[config.mk]
export PLATFORM = sky130hd
export DESIGN_NAME = mesh_chunk_stream_parser_flat
export DESIGN_NICKNAME = d
export VERILOG_FILES = /design/src/rtl/core/mcsp_pkg.sv /design/src/rtl/core/mcsp_byte_if.sv /design/src/rtl/core/mcsp_rec_if.sv /design/src/rtl/core/mcsp_front.sv /design/src/rtl/core/mcsp_queue.sv /design/src/rtl/core/mcsp_back.sv /design/src/rtl/core/mesh_chunk_stream_parser.sv /design/src/flat_wrapper.sv
export SDC_FILE = /design/constraint.sdc
export NUM_CORES = 1
export LEC_CHECK = 0
export BUFFER_PORTS_ARGS = -buffer_cell sky130_fd_sc_hd__clkbuf_2
export CAP_MARGIN = 20
export CORE_ASPECT_RATIO = 0.9
export CORE_MARGIN = 8
export CORE_UTILIZATION = 56
export DETAILED_ROUTE_END_ITERATION = 8
export GPL_TIMING_DRIVEN = 0
export PLACE_DENSITY = 0.72
export SLEW_MARGIN = 20
export SYNTH_ARGS = -nofsm -noshare
export SYNTH_HDL_FRONTEND = slang
export SYNTH_SLANG_ARGS = --single-unit
[constraint.sdc]
create_clock -name clk_i -period 4.3 [get_ports clk_i]
set_clock_uncertainty 0.15 [all_clocks]
set_input_delay 0.645 -clock clk_i [delete_from_list [all_inputs] [get_ports clk_i]]
set_output_delay 0.645 -clock clk_i [all_outputs]
set_load 0.01 [all_outputs]
[src/rtl/core/mcsp_pkg.sv]
package mcsp_pkg;

  // chunk header layout
  localparam int unsigned HEADER_BYTES = 6;
  localparam int unsigned NAME_MAX     = 20;

  // chunk ids
  localparam logic [15:0] ID_MAIN    = 16'h4d4d;
  localparam logic [15:0] ID_EDITOR  = 16'h3d3d;
  localparam logic [15:0] ID_OBJECT  = 16'h4000;
  localparam logic [15:0] ID_TRIMESH = 16'h4100;
  localparam logic [15:0] ID_VERTS   = 16'h4110;
  localparam logic [15:0] ID_FACES   = 16'h4120;
  localparam logic [15:0] ID_TEXCO   = 16'h4140;

  // record queue between parser and output stage
  localparam int unsigned QUEUE_DEPTH = 4;
  localparam int unsigned QUEUE_AW    = $clog2(QUEUE_DEPTH);

  typedef enum logic [2:0] {
    KIND_NAME    = 3'd0,
    KIND_VCOUNT  = 3'd1,
    KIND_VWORD   = 3'd2,
    KIND_FCOUNT  = 3'd3,
    KIND_FCORNER = 3'd4,
    KIND_TWORD   = 3'd5
  } kind_e;

  typedef struct packed {
    kind_e       record_kind;
    logic [15:0] element_index;
    logic [1:0]  component;
    logic [31:0] value;
  } rec_t;

  // parser to queue write request
  typedef struct packed {
    logic push;
    rec_t rec;
  } q_wr_t;

  // queue status seen by both sides
  typedef struct packed {
    logic full;
    logic empty;
  } q_stat_t;

endpackage

[src/rtl/core/mcsp_byte_if.sv]
interface mcsp_byte_if;
  logic       valid;
  logic       ready;
  logic [7:0] data_byte;

  modport source (output valid, output data_byte, input ready);
  modport sink   (input valid, input data_byte, output ready);
endinterface

[src/rtl/core/mcsp_rec_if.sv]
interface mcsp_rec_if;
  logic        valid;
  logic        ready;
  logic [2:0]  record_kind;
  logic [15:0] element_index;
  logic [1:0]  component;
  logic [31:0] value;

  modport source (output valid, output record_kind, output element_index,
                  output component, output value, input ready);
  modport sink   (input valid, input record_kind, input element_index,
                  input component, input value, output ready);
endinterface

[src/rtl/core/mcsp_front.sv]
module mcsp_front
  import mcsp_pkg::*;
(
  input  logic        clk_i,
  input  logic        rst_ni,
  mcsp_byte_if.sink   in_i,
  input  logic        full_i,
  output q_wr_t       wr_o
);

  typedef enum logic [3:0] {
    PH_HEADER, PH_SKIP, PH_NAME, PH_VCOUNT, PH_VLIST,
    PH_FCOUNT, PH_FLIST, PH_TCOUNT, PH_TLIST
  } phase_e;

  typedef struct packed {
    logic [1:0]  comp;
    logic [15:0] elem;
    logic        last;
  } step_t;

  phase_e      phase_q, phase_d;
  logic [2:0]  hc_q, hc_d;
  logic [15:0] id_q, id_d;
  logic [31:0] len_q, len_d;
  logic [31:0] skip_q, skip_d;
  logic [15:0] lc_q, lc_d;
  logic [15:0] elem_q, elem_d;
  logic [1:0]  comp_q, comp_d;
  logic [1:0]  bp_q, bp_d;
  logic [31:0] word_q, word_d;
  logic [4:0]  nc_q, nc_d;

  logic        accept;
  logic [7:0]  b;
  logic [31:0] word_next;
  logic [31:0] len_full;
  logic [4:0]  nc_inc;
  logic [31:0] skip_dec;
  logic        emit;
  rec_t        rec;

  // advance component / element; last marks the end of the list
  function automatic step_t next_step(logic [1:0] comp, logic [15:0] elem,
                                      logic [15:0] lc, logic [2:0] ncomp);
    step_t       s;
    logic [1:0]  c1;
    logic [15:0] e1;
    c1 = comp + 2'd1;
    e1 = elem + 16'd1;
    s.last = 1'b0;
    if (({1'b0, c1} >= ncomp) || (c1 == 2'd0)) begin
      s.comp = 2'd0;
      s.elem = e1;
      s.last = (e1 == lc) || (e1 == 16'd0);
    end else begin
      s.comp = c1;
      s.elem = elem;
    end
    return s;
  endfunction

  assign in_i.ready = !full_i;
  assign accept     = in_i.valid && in_i.ready;
  assign b          = in_i.data_byte;
  assign word_next  = ((bp_q == 2'd0) ? 32'h0 : word_q) | (32'(b) << {bp_q, 3'b000});
  assign len_full   = {b, len_q[23:0]};
  assign nc_inc     = nc_q + 5'd1;
  assign skip_dec   = skip_q - 32'd1;

  always_comb begin
    step_t st;
    phase_d = phase_q;
    hc_d    = hc_q;
    id_d    = id_q;
    len_d   = len_q;
    skip_d  = skip_q;
    lc_d    = lc_q;
    elem_d  = elem_q;
    comp_d  = comp_q;
    bp_d    = bp_q;
    word_d  = word_q;
    nc_d    = nc_q;
    emit    = 1'b0;
    rec     = '{record_kind: KIND_NAME, element_index: 16'd0, component: 2'd0,
                value: 32'd0};
    st      = next_step(comp_q, elem_q, lc_q, 3'd3);

    unique case (phase_q)
      PH_HEADER: begin
        hc_d = hc_q + 3'd1;
        unique case (hc_q)
          3'd0:    id_d = {8'h00, b};
          3'd1:    id_d = {b, id_q[7:0]};
          3'd2:    len_d = {24'h0, b};
          3'd3:    len_d = {len_q[31:16], b, len_q[7:0]};
          3'd4:    len_d = {len_q[31:24], b, len_q[15:0]};
          default: len_d = len_full;
        endcase
        if (hc_q == 3'(HEADER_BYTES - 1)) begin
          hc_d = 3'd0;
          bp_d = 2'd0;
          unique case (id_q)
            ID_MAIN, ID_EDITOR, ID_TRIMESH: phase_d = PH_HEADER;
            ID_OBJECT: begin
              nc_d    = 5'd0;
              phase_d = PH_NAME;
            end
            ID_VERTS: phase_d = PH_VCOUNT;
            ID_FACES: phase_d = PH_FCOUNT;
            ID_TEXCO: phase_d = PH_TCOUNT;
            default: begin
              if (len_full > 32'(HEADER_BYTES)) begin
                skip_d  = len_full - 32'(HEADER_BYTES);
                phase_d = PH_SKIP;
              end else begin
                skip_d  = 32'd0;
                phase_d = PH_HEADER;
              end
            end
          endcase
        end
      end

      PH_SKIP: begin
        skip_d = skip_dec;
        if (skip_dec == 32'd0) phase_d = PH_HEADER;
      end

      PH_NAME: begin
        emit = 1'b1;
        rec  = '{record_kind: KIND_NAME, element_index: {11'd0, nc_q},
                 component: 2'd0, value: {24'h0, b}};
        nc_d = nc_inc;
        if ((b == 8'h00) || (nc_inc >= 5'(NAME_MAX)) || (nc_inc == 5'd0))
          phase_d = PH_HEADER;
      end

      PH_VCOUNT, PH_FCOUNT, PH_TCOUNT: begin
        word_d = word_next;
        bp_d   = bp_q + 2'd1;
        if (bp_q == 2'd1) begin
          lc_d   = word_next[15:0];
          elem_d = 16'd0;
          comp_d = 2'd0;
          bp_d   = 2'd0;
          if (phase_q == PH_VCOUNT) begin
            emit = 1'b1;
            rec  = '{record_kind: KIND_VCOUNT, element_index: 16'd0,
                     component: 2'd0, value: {16'h0, word_next[15:0]}};
          end else if (phase_q == PH_FCOUNT) begin
            emit = 1'b1;
            rec  = '{record_kind: KIND_FCOUNT, element_index: 16'd0,
                     component: 2'd0, value: {16'h0, word_next[15:0]}};
          end
          if (word_next[15:0] == 16'd0) phase_d = PH_HEADER;
          else if (phase_q == PH_VCOUNT) phase_d = PH_VLIST;
          else if (phase_q == PH_FCOUNT) phase_d = PH_FLIST;
          else phase_d = PH_TLIST;
        end
      end

      PH_VLIST, PH_TLIST: begin
        word_d = word_next;
        bp_d   = bp_q + 2'd1;
        if (bp_q == 2'd3) begin
          bp_d = 2'd0;
          emit = 1'b1;
          rec  = '{record_kind: (phase_q == PH_VLIST) ? KIND_VWORD : KIND_TWORD,
                   element_index: elem_q, component: comp_q, value: word_next};
          st   = next_step(comp_q, elem_q, lc_q, (phase_q == PH_VLIST) ? 3'd3 : 3'd2);
          comp_d = st.comp;
          elem_d = st.elem;
          if (st.last) phase_d = PH_HEADER;
        end
      end

      PH_FLIST: begin
        word_d = word_next;
        bp_d   = bp_q + 2'd1;
        if (bp_q == 2'd1) begin
          bp_d = 2'd0;
          // fourth word of each face is the flag word, dropped
          if (comp_q != 2'd3) begin
            emit = 1'b1;
            rec  = '{record_kind: KIND_FCORNER, element_index: elem_q,
                     component: comp_q, value: {16'h0, word_next[15:0]}};
          end
          st     = next_step(comp_q, elem_q, lc_q, 3'd4);
          comp_d = st.comp;
          elem_d = st.elem;
          if (st.last) phase_d = PH_HEADER;
        end
      end

      default: begin
        phase_d = PH_HEADER;
        hc_d    = 3'd0;
      end
    endcase
  end

  assign wr_o.push = accept && emit;
  assign wr_o.rec  = rec;

  always_ff @(posedge clk_i or negedge rst_ni) begin
    if (!rst_ni) begin
      phase_q <= PH_HEADER;
      hc_q    <= 3'd0;
      id_q    <= 16'd0;
      len_q   <= 32'd0;
      skip_q  <= 32'd0;
      lc_q    <= 16'd0;
      elem_q  <= 16'd0;
      comp_q  <= 2'd0;
      bp_q    <= 2'd0;
      word_q  <= 32'd0;
      nc_q    <= 5'd0;
    end else if (accept) begin
      phase_q <= phase_d;
      hc_q    <= hc_d;
      id_q    <= id_d;
      len_q   <= len_d;
      skip_q  <= skip_d;
      lc_q    <= lc_d;
      elem_q  <= elem_d;
      comp_q  <= comp_d;
      bp_q    <= bp_d;
      word_q  <= word_d;
      nc_q    <= nc_d;
    end
  end

`ifndef SYNTHESIS
  a_skip_nonzero: assert property (@(posedge clk_i) disable iff (!rst_ni)
    (phase_q == PH_SKIP) |-> (skip_q != 32'd0))
    else $error("skip phase with nothing left to skip");

  a_hdr_count: assert property (@(posedge clk_i) disable iff (!rst_ni)
    (phase_q == PH_HEADER) |-> (hc_q < 3'(HEADER_BYTES)))
    else $error("header byte count out of range");

  a_no_push_full: assert property (@(posedge clk_i) disable iff (!rst_ni)
    wr_o.push |-> !full_i)
    else $error("record pushed into full queue");
`endif

endmodule

[src/rtl/core/mcsp_queue.sv]
module mcsp_queue
  import mcsp_pkg::*;
(
  input  logic    clk_i,
  input  logic    rst_ni,
  input  q_wr_t   wr_i,
  input  logic    pop_i,
  output rec_t    head_o,
  output q_stat_t stat_o
);

  rec_t                mem_q [QUEUE_DEPTH];
  logic [QUEUE_AW-1:0] wptr_q, rptr_q;
  logic [QUEUE_AW:0]   cnt_q;

  assign head_o       = mem_q[rptr_q];
  assign stat_o.full  = (cnt_q == (QUEUE_AW + 1)'(QUEUE_DEPTH));
  assign stat_o.empty = (cnt_q == '0);

  always_ff @(posedge clk_i) begin
    if (wr_i.push) mem_q[wptr_q] <= wr_i.rec;
  end

  always_ff @(posedge clk_i or negedge rst_ni) begin
    if (!rst_ni) begin
      wptr_q <= '0;
      rptr_q <= '0;
      cnt_q  <= '0;
    end else begin
      if (wr_i.push) wptr_q <= wptr_q + 1'b1;
      if (pop_i)     rptr_q <= rptr_q + 1'b1;
      if (wr_i.push && !pop_i)      cnt_q <= cnt_q + 1'b1;
      else if (!wr_i.push && pop_i) cnt_q <= cnt_q - 1'b1;
    end
  end

`ifndef SYNTHESIS
  a_cnt_bound: assert property (@(posedge clk_i) disable iff (!rst_ni)
    cnt_q <= (QUEUE_AW + 1)'(QUEUE_DEPTH))
    else $error("queue overflow");

  a_no_pop_empty: assert property (@(posedge clk_i) disable iff (!rst_ni)
    pop_i |-> !stat_o.empty)
    else $error("pop from empty queue");
`endif

endmodule

[src/rtl/core/mcsp_back.sv]
module mcsp_back
  import mcsp_pkg::*;
(
  input  logic      clk_i,
  input  logic      rst_ni,
  input  q_stat_t   stat_i,
  input  rec_t      head_i,
  output logic      pop_o,
  mcsp_rec_if.source out_o
);

  logic valid_q;
  rec_t rec_q;

  // refill the output register whenever it is empty or being drained
  assign pop_o = !stat_i.empty && (!valid_q || out_o.ready);

  always_ff @(posedge clk_i or negedge rst_ni) begin
    if (!rst_ni) begin
      valid_q <= 1'b0;
    end else if (pop_o) begin
      valid_q <= 1'b1;
    end else if (out_o.ready) begin
      valid_q <= 1'b0;
    end
  end

  always_ff @(posedge clk_i) begin
    if (pop_o) rec_q <= head_i;
  end

  assign out_o.valid         = valid_q;
  assign out_o.record_kind   = rec_q.record_kind;
  assign out_o.element_index = rec_q.element_index;
  assign out_o.component     = rec_q.component;
  assign out_o.value         = rec_q.value;

endmodule

[src/rtl/core/mesh_chunk_stream_parser.sv]
// 3ds chunk stream parser, one file byte per request on in_i
// path: each record passes through the record queue and then the output register to out_o
// throughput: one byte per cycle while the record queue is not full; the four-entry queue absorbs output stalls
// the parser stalls input only while the record queue is full
// reset: rst_ni asynchronous active low; parser returns to header phase, queue and output empty
module mesh_chunk_stream_parser
  import mcsp_pkg::*;
(
  input  logic       clk_i,
  input  logic       rst_ni,
  mcsp_byte_if.sink  in_i,
  mcsp_rec_if.source out_o
);

  // parser front end to record queue
  q_wr_t   wr;
  // queue status, shared by front and back
  q_stat_t stat;
  // queue head and pop from output stage
  rec_t    head;
  logic    pop;

  // front: walks chunk headers and lists, builds one record per emitting byte
  mcsp_front u_front (
    .clk_i  (clk_i),
    .rst_ni (rst_ni),
    .in_i   (in_i),
    .full_i (stat.full),
    .wr_o   (wr)
  );

  // short queue decouples the byte side from the record side
  mcsp_queue u_queue (
    .clk_i  (clk_i),
    .rst_ni (rst_ni),
    .wr_i   (wr),
    .pop_i  (pop),
    .head_o (head),
    .stat_o (stat)
  );

  // back: registered output stage driving the record channel
  mcsp_back u_back (
    .clk_i  (clk_i),
    .rst_ni (rst_ni),
    .stat_i (stat),
    .head_i (head),
    .pop_o  (pop),
    .out_o  (out_o)
  );

endmodule

[src/flat_wrapper.sv]
// flat-port wrapper written by rule: the top's interface ports become plain ports
module mesh_chunk_stream_parser_flat import mcsp_pkg::*;
  (clk_i, rst_ni, in_i_valid, in_i_data_byte, in_i_ready, out_o_valid, out_o_record_kind, out_o_element_index, out_o_component, out_o_value, out_o_ready);
  mcsp_byte_if in_i_i ();
  mcsp_rec_if out_o_i ();
  input  logic clk_i;
  input  logic rst_ni;
  input wire logic [$bits(in_i_i.valid)-1:0] in_i_valid;
  input wire logic [$bits(in_i_i.data_byte)-1:0] in_i_data_byte;
  output wire logic [$bits(in_i_i.ready)-1:0] in_i_ready;
  output wire logic [$bits(out_o_i.valid)-1:0] out_o_valid;
  output wire logic [$bits(out_o_i.record_kind)-1:0] out_o_record_kind;
  output wire logic [$bits(out_o_i.element_index)-1:0] out_o_element_index;
  output wire logic [$bits(out_o_i.component)-1:0] out_o_component;
  output wire logic [$bits(out_o_i.value)-1:0] out_o_value;
  input wire logic [$bits(out_o_i.ready)-1:0] out_o_ready;
  assign in_i_i.valid = in_i_valid;
  assign in_i_i.data_byte = in_i_data_byte;
  assign in_i_ready = in_i_i.ready;
  assign out_o_valid = out_o_i.valid;
  assign out_o_record_kind = out_o_i.record_kind;
  assign out_o_element_index = out_o_i.element_index;
  assign out_o_component = out_o_i.component;
  assign out_o_value = out_o_i.value;
  assign out_o_i.ready = out_o_ready;
  mesh_chunk_stream_parser u_core (.clk_i(clk_i), .rst_ni(rst_ni), .in_i(in_i_i), .out_o(out_o_i));
endmodule
==> results_dict.tcl <==
set metrics [dict create \
    rsz0062_at_grt "no" \
    clock_latency_ps 570 \
    pin_count 67 \
    track_usage_pct 23.4 \
    layout.cells.non_filler 2212 \
    dieHeight_um 193 \
    maxSlewViolCount 0 \
    cp-start-kind "flop" \
    area_delta_synth_final_pct 13.9 \
    end_kind "flop" \
    layout-drive-gt1-share_pct 13.1 \
    hold_viol 0 \
    timing_worst_setup_path_type "reg2reg" \
    fin_crit_ps 4060 \
    fin_tns_setup_ps 0 \
    hold_start "out_o_ready" \
    first_pass_iters 7 \
    required_ps 4580 \
    grt_pass1_vias 13202 \
    clkSinkCount 425 \
    numPortBuffers 62 \
    synth_top_area_share_pct 40.8 \
    yosys.area.top_type "edfxtp_1" \
    design_area_um2 22200 \
    worstHoldEndpoint "u_core.u_back.out_o.valid" \
    power_density_nw_per_um2 665 \
    grt_max_degree 89 \
    synth.net_count 1623 \
    wl_per_cell_um 21.3 \
    hold_path_depth 2 \
    vias_per_cell 6.10 \
    core_um2 34600 \
    setup_viol 0 \
    path_cells "inv_1 -> ha_1 -> or4b_1 -> buf_2 -> nor3_2 -> nand4_1 -> xnor2_1 -> a2111o_1 -> or4_4 -> a2bb2oi_4 -> a21boi_2 -> mux2_1" \
    path_clk_slew_ps 60 \
    syn-cell-area_um2 19500 \
    drc_errors 0 \
    rows 65 \
    routed_wl_um 47200 \
    crit_path_max_fanout 7 \
    syn_area_per_cell_um2 12.3 \
    gp_congestion 0.946 \
    fin_ws_ps 235 \
    cts.path.max_buffers 3 \
    post-route-period-util_pct 94.5 \
    dieArea_um2 41000 \
    hpwlAfterDp_um 32100 \
    reg2reg_to "u_core.u_front.phase_q[1]" \
    die_x_um 213 \
    totalPowerFinal_uw 14800 \
    async_flop_share_pct 37.6 \
    arrival_ps 4350 \
    ys_seq_area_share_pct 61.4 \
    yosysWarningCount 0 \
    synth_cells 1588 \
    ant_nets 0 \
    cts_buffers 44 \
    antenna_found_initial 2 \
    power.leakage_uw 0.00833 \
    relSlewSlack_pct 28.9 \
    htree_levels 2 \
    place_area_um2 20600 \
    gr-total-overflow 0 \
    worst_slew_pin_slew_ps 1060 \
    start_util_pct 56.2 \
    fin_nets 1740 \
    r2r_setup_slack_ps 240 \
    peakVddDrop_mv 0.404 \
    rr_worst_depth 12 \
    crit_slowest_cell "or4_4" \
    synth_ff_type "edfxtp_1" \
    tritoncts "yes" \
    max_freq_mhz 246 \
    outcome "finished, final reports clean" \
    grt_pass1_wl_um 75000 \
    synth.ff_latch_count 425 \
    synth.area.top_cells "edfxtp_1 (41%), dfrtp_1 (21%), mux4_2 (6.1%)" \
    reg2reg_from "u_core.u_front.skip_q[0]" \
    vias 13483 \
    drv_cap 0 \
    dp_cells 2127 \
    ys_types 78 \
    cts-root-buf "clkbuf_16" \
    synth_edf_count 265 \
    fillers 2674 \
    pre_cts_slack_ps -144 \
    cp_slowest_stage_delay_ps 540 \
    drt_iter0_markers 1394 \
    hold_class "in2reg" \
]
-- sequential cells by signal, indices dropped and copies added, names as in the netlist, 3 cells and up --
name / flops
u_core.u_queue.mem_q: 212
u_core.u_back.out_o.value: 32
u_core.u_front.skip_q: 32
u_core.u_front.word_q: 32
u_core.u_front.len_q: 24
u_core.u_back.out_o.element_index: 16
u_core.u_front.elem_q: 16
u_core.u_front.id_q: 16
u_core.u_front.lc_q: 16
u_core.u_front.nc_q: 5
u_core.u_front.phase_q: 4
u_core.u_back.out_o.record_kind: 3
u_core.u_front.hc_q: 3
u_core.u_queue.cnt_q: 3
-- metrics by stage --
stage / hold WS [ps] / util [%]
floorplan: 199 / -
global placement: 304 / 58.8
detailed placement: 316 / 59.6
CTS: 118 / 64.0
global route: 171 / 64.1
finish: 133 / 64.1
-- cell families after synthesis --
family	count (synthesis)	share of synthesized area [%]
compound gates	358	11.6
xor+xnor	65	2.99
fa+ha+maj	24	1.57
buf+inv	130	2.54
flops	425	61.4
mux	62	6.62
simple gates	524	13.3
-- cell usage after synthesis (21+ instances only) --
master    count
ha_1         22
dfrtp_1     160
nor2b_1      40
inv_1        36
nor3_1       41
clkbuf_1     85
mux4_2       53
o21ai_0     137
a21oi_1      78
xnor2_1      40
nor2_1      103
nand2_1     165
xor2_1       24
nand3_1      42
nand4_1      21
edfxtp_1    265
a22o_1       49
-- repair_timing --
item / 4_1_cts / 5_1_grt
endpoints found under the setup margin: 2 / 13
setup buffers: 0 / 0
endpoints found under the hold margin: 69 / 0
pin swaps: 0 / 0
hold buffers: 1 / 0
gates resized for setup: 1 / 6
cloned: 0 / 0
-- critical path, delay by kind of cell (launching register included) --
| kind | cells | cell delay, ps |
|---|---|---|
| mux | 1 | 330 |
| buf+inv | 2 | 310 |
| compound gates | 3 | 720 |
| simple gates | 4 | 1560 |
| flops | 1 | 410 |
| xor+xnor | 1 | 200 |
| fa+ha+maj | 1 | 270 |
-- report_power, final --
| group | switching, uW | internal [uW] | leakage (uW) | total, uW |
|---|---|---|---|---|
| registers | 649 | 5470 | 0.00459 | 6120 |
| logic | 2890 | 1860 | 0.00299 | 4750 |
| clock network | 1600 | 2290 | 0.000748 | 3890 |
| total | 5140 | 9620 | 0.00833 | 14800 |
-- routing by layer --
metal,track usage (%),vias to the layer above,part of all wire (%)
met4,7.53,0,2.4
met1,32.5,6716,43
met2,38.3,503,48
met5,0,-,0
li1,-,6184,-
met3,3.02,80,6.8
-- cell type report --
class / count / area, um^2 / area share, %
buffer: 94 / 359 / 1.62
inverter: 36 / 135 / 0.609
antenna: 2 / 5.00 / 0.0225
timing repair buffer: 71 / 549 / 2.47
sequential: 425 / 12000 / 53.9
clock inverter: 21 / 221 / 0.998
tap: 469 / 587 / 2.64
clock buffer: 61 / 1290 / 5.80
multi-input combinational: 1033 / 7090 / 32.0
-- worst max path at each step --
stage | end | cells past startpoint | slack, ps | start
2_1_floorplan | u_core.u_queue.mem_q[0][0] | 10 | 290 | u_core.u_front.phase_q[2]
3_3_place_gp | u_core.u_queue.mem_q[0][29] | 10 | -1390 | u_core.u_front.phase_q[2]
3_5_place_dp | u_core.u_queue.cnt_q[2] | 15 | -140 | u_core.u_front.phase_q[2]
4_1_cts | u_core.u_queue.cnt_q[2] | 15 | 50 | u_core.u_front.phase_q[2]
5_1_grt | u_core.u_queue.cnt_q[2] | 15 | 2 | u_core.u_front.phase_q[2]
6_report | u_core.u_front.phase_q[1] | 12 | 240 | u_core.u_front.skip_q[0]
-- cells in the final DEF, fill, tap and decap left out, drive strengths merged, types with 22 or more instances in the layout --
master / count
nand2: 165
a22o: 49
mux4: 53
inv: 36
o21ai: 141
nand3: 42
xor2: 24
nor2b: 40
nor3: 43
nor2: 104
xnor2: 40
edfxtp: 265
dfrtp: 160
ha: 22
clkbuf: 208
a21oi: 78
Power figures use the tool's default switching activity.
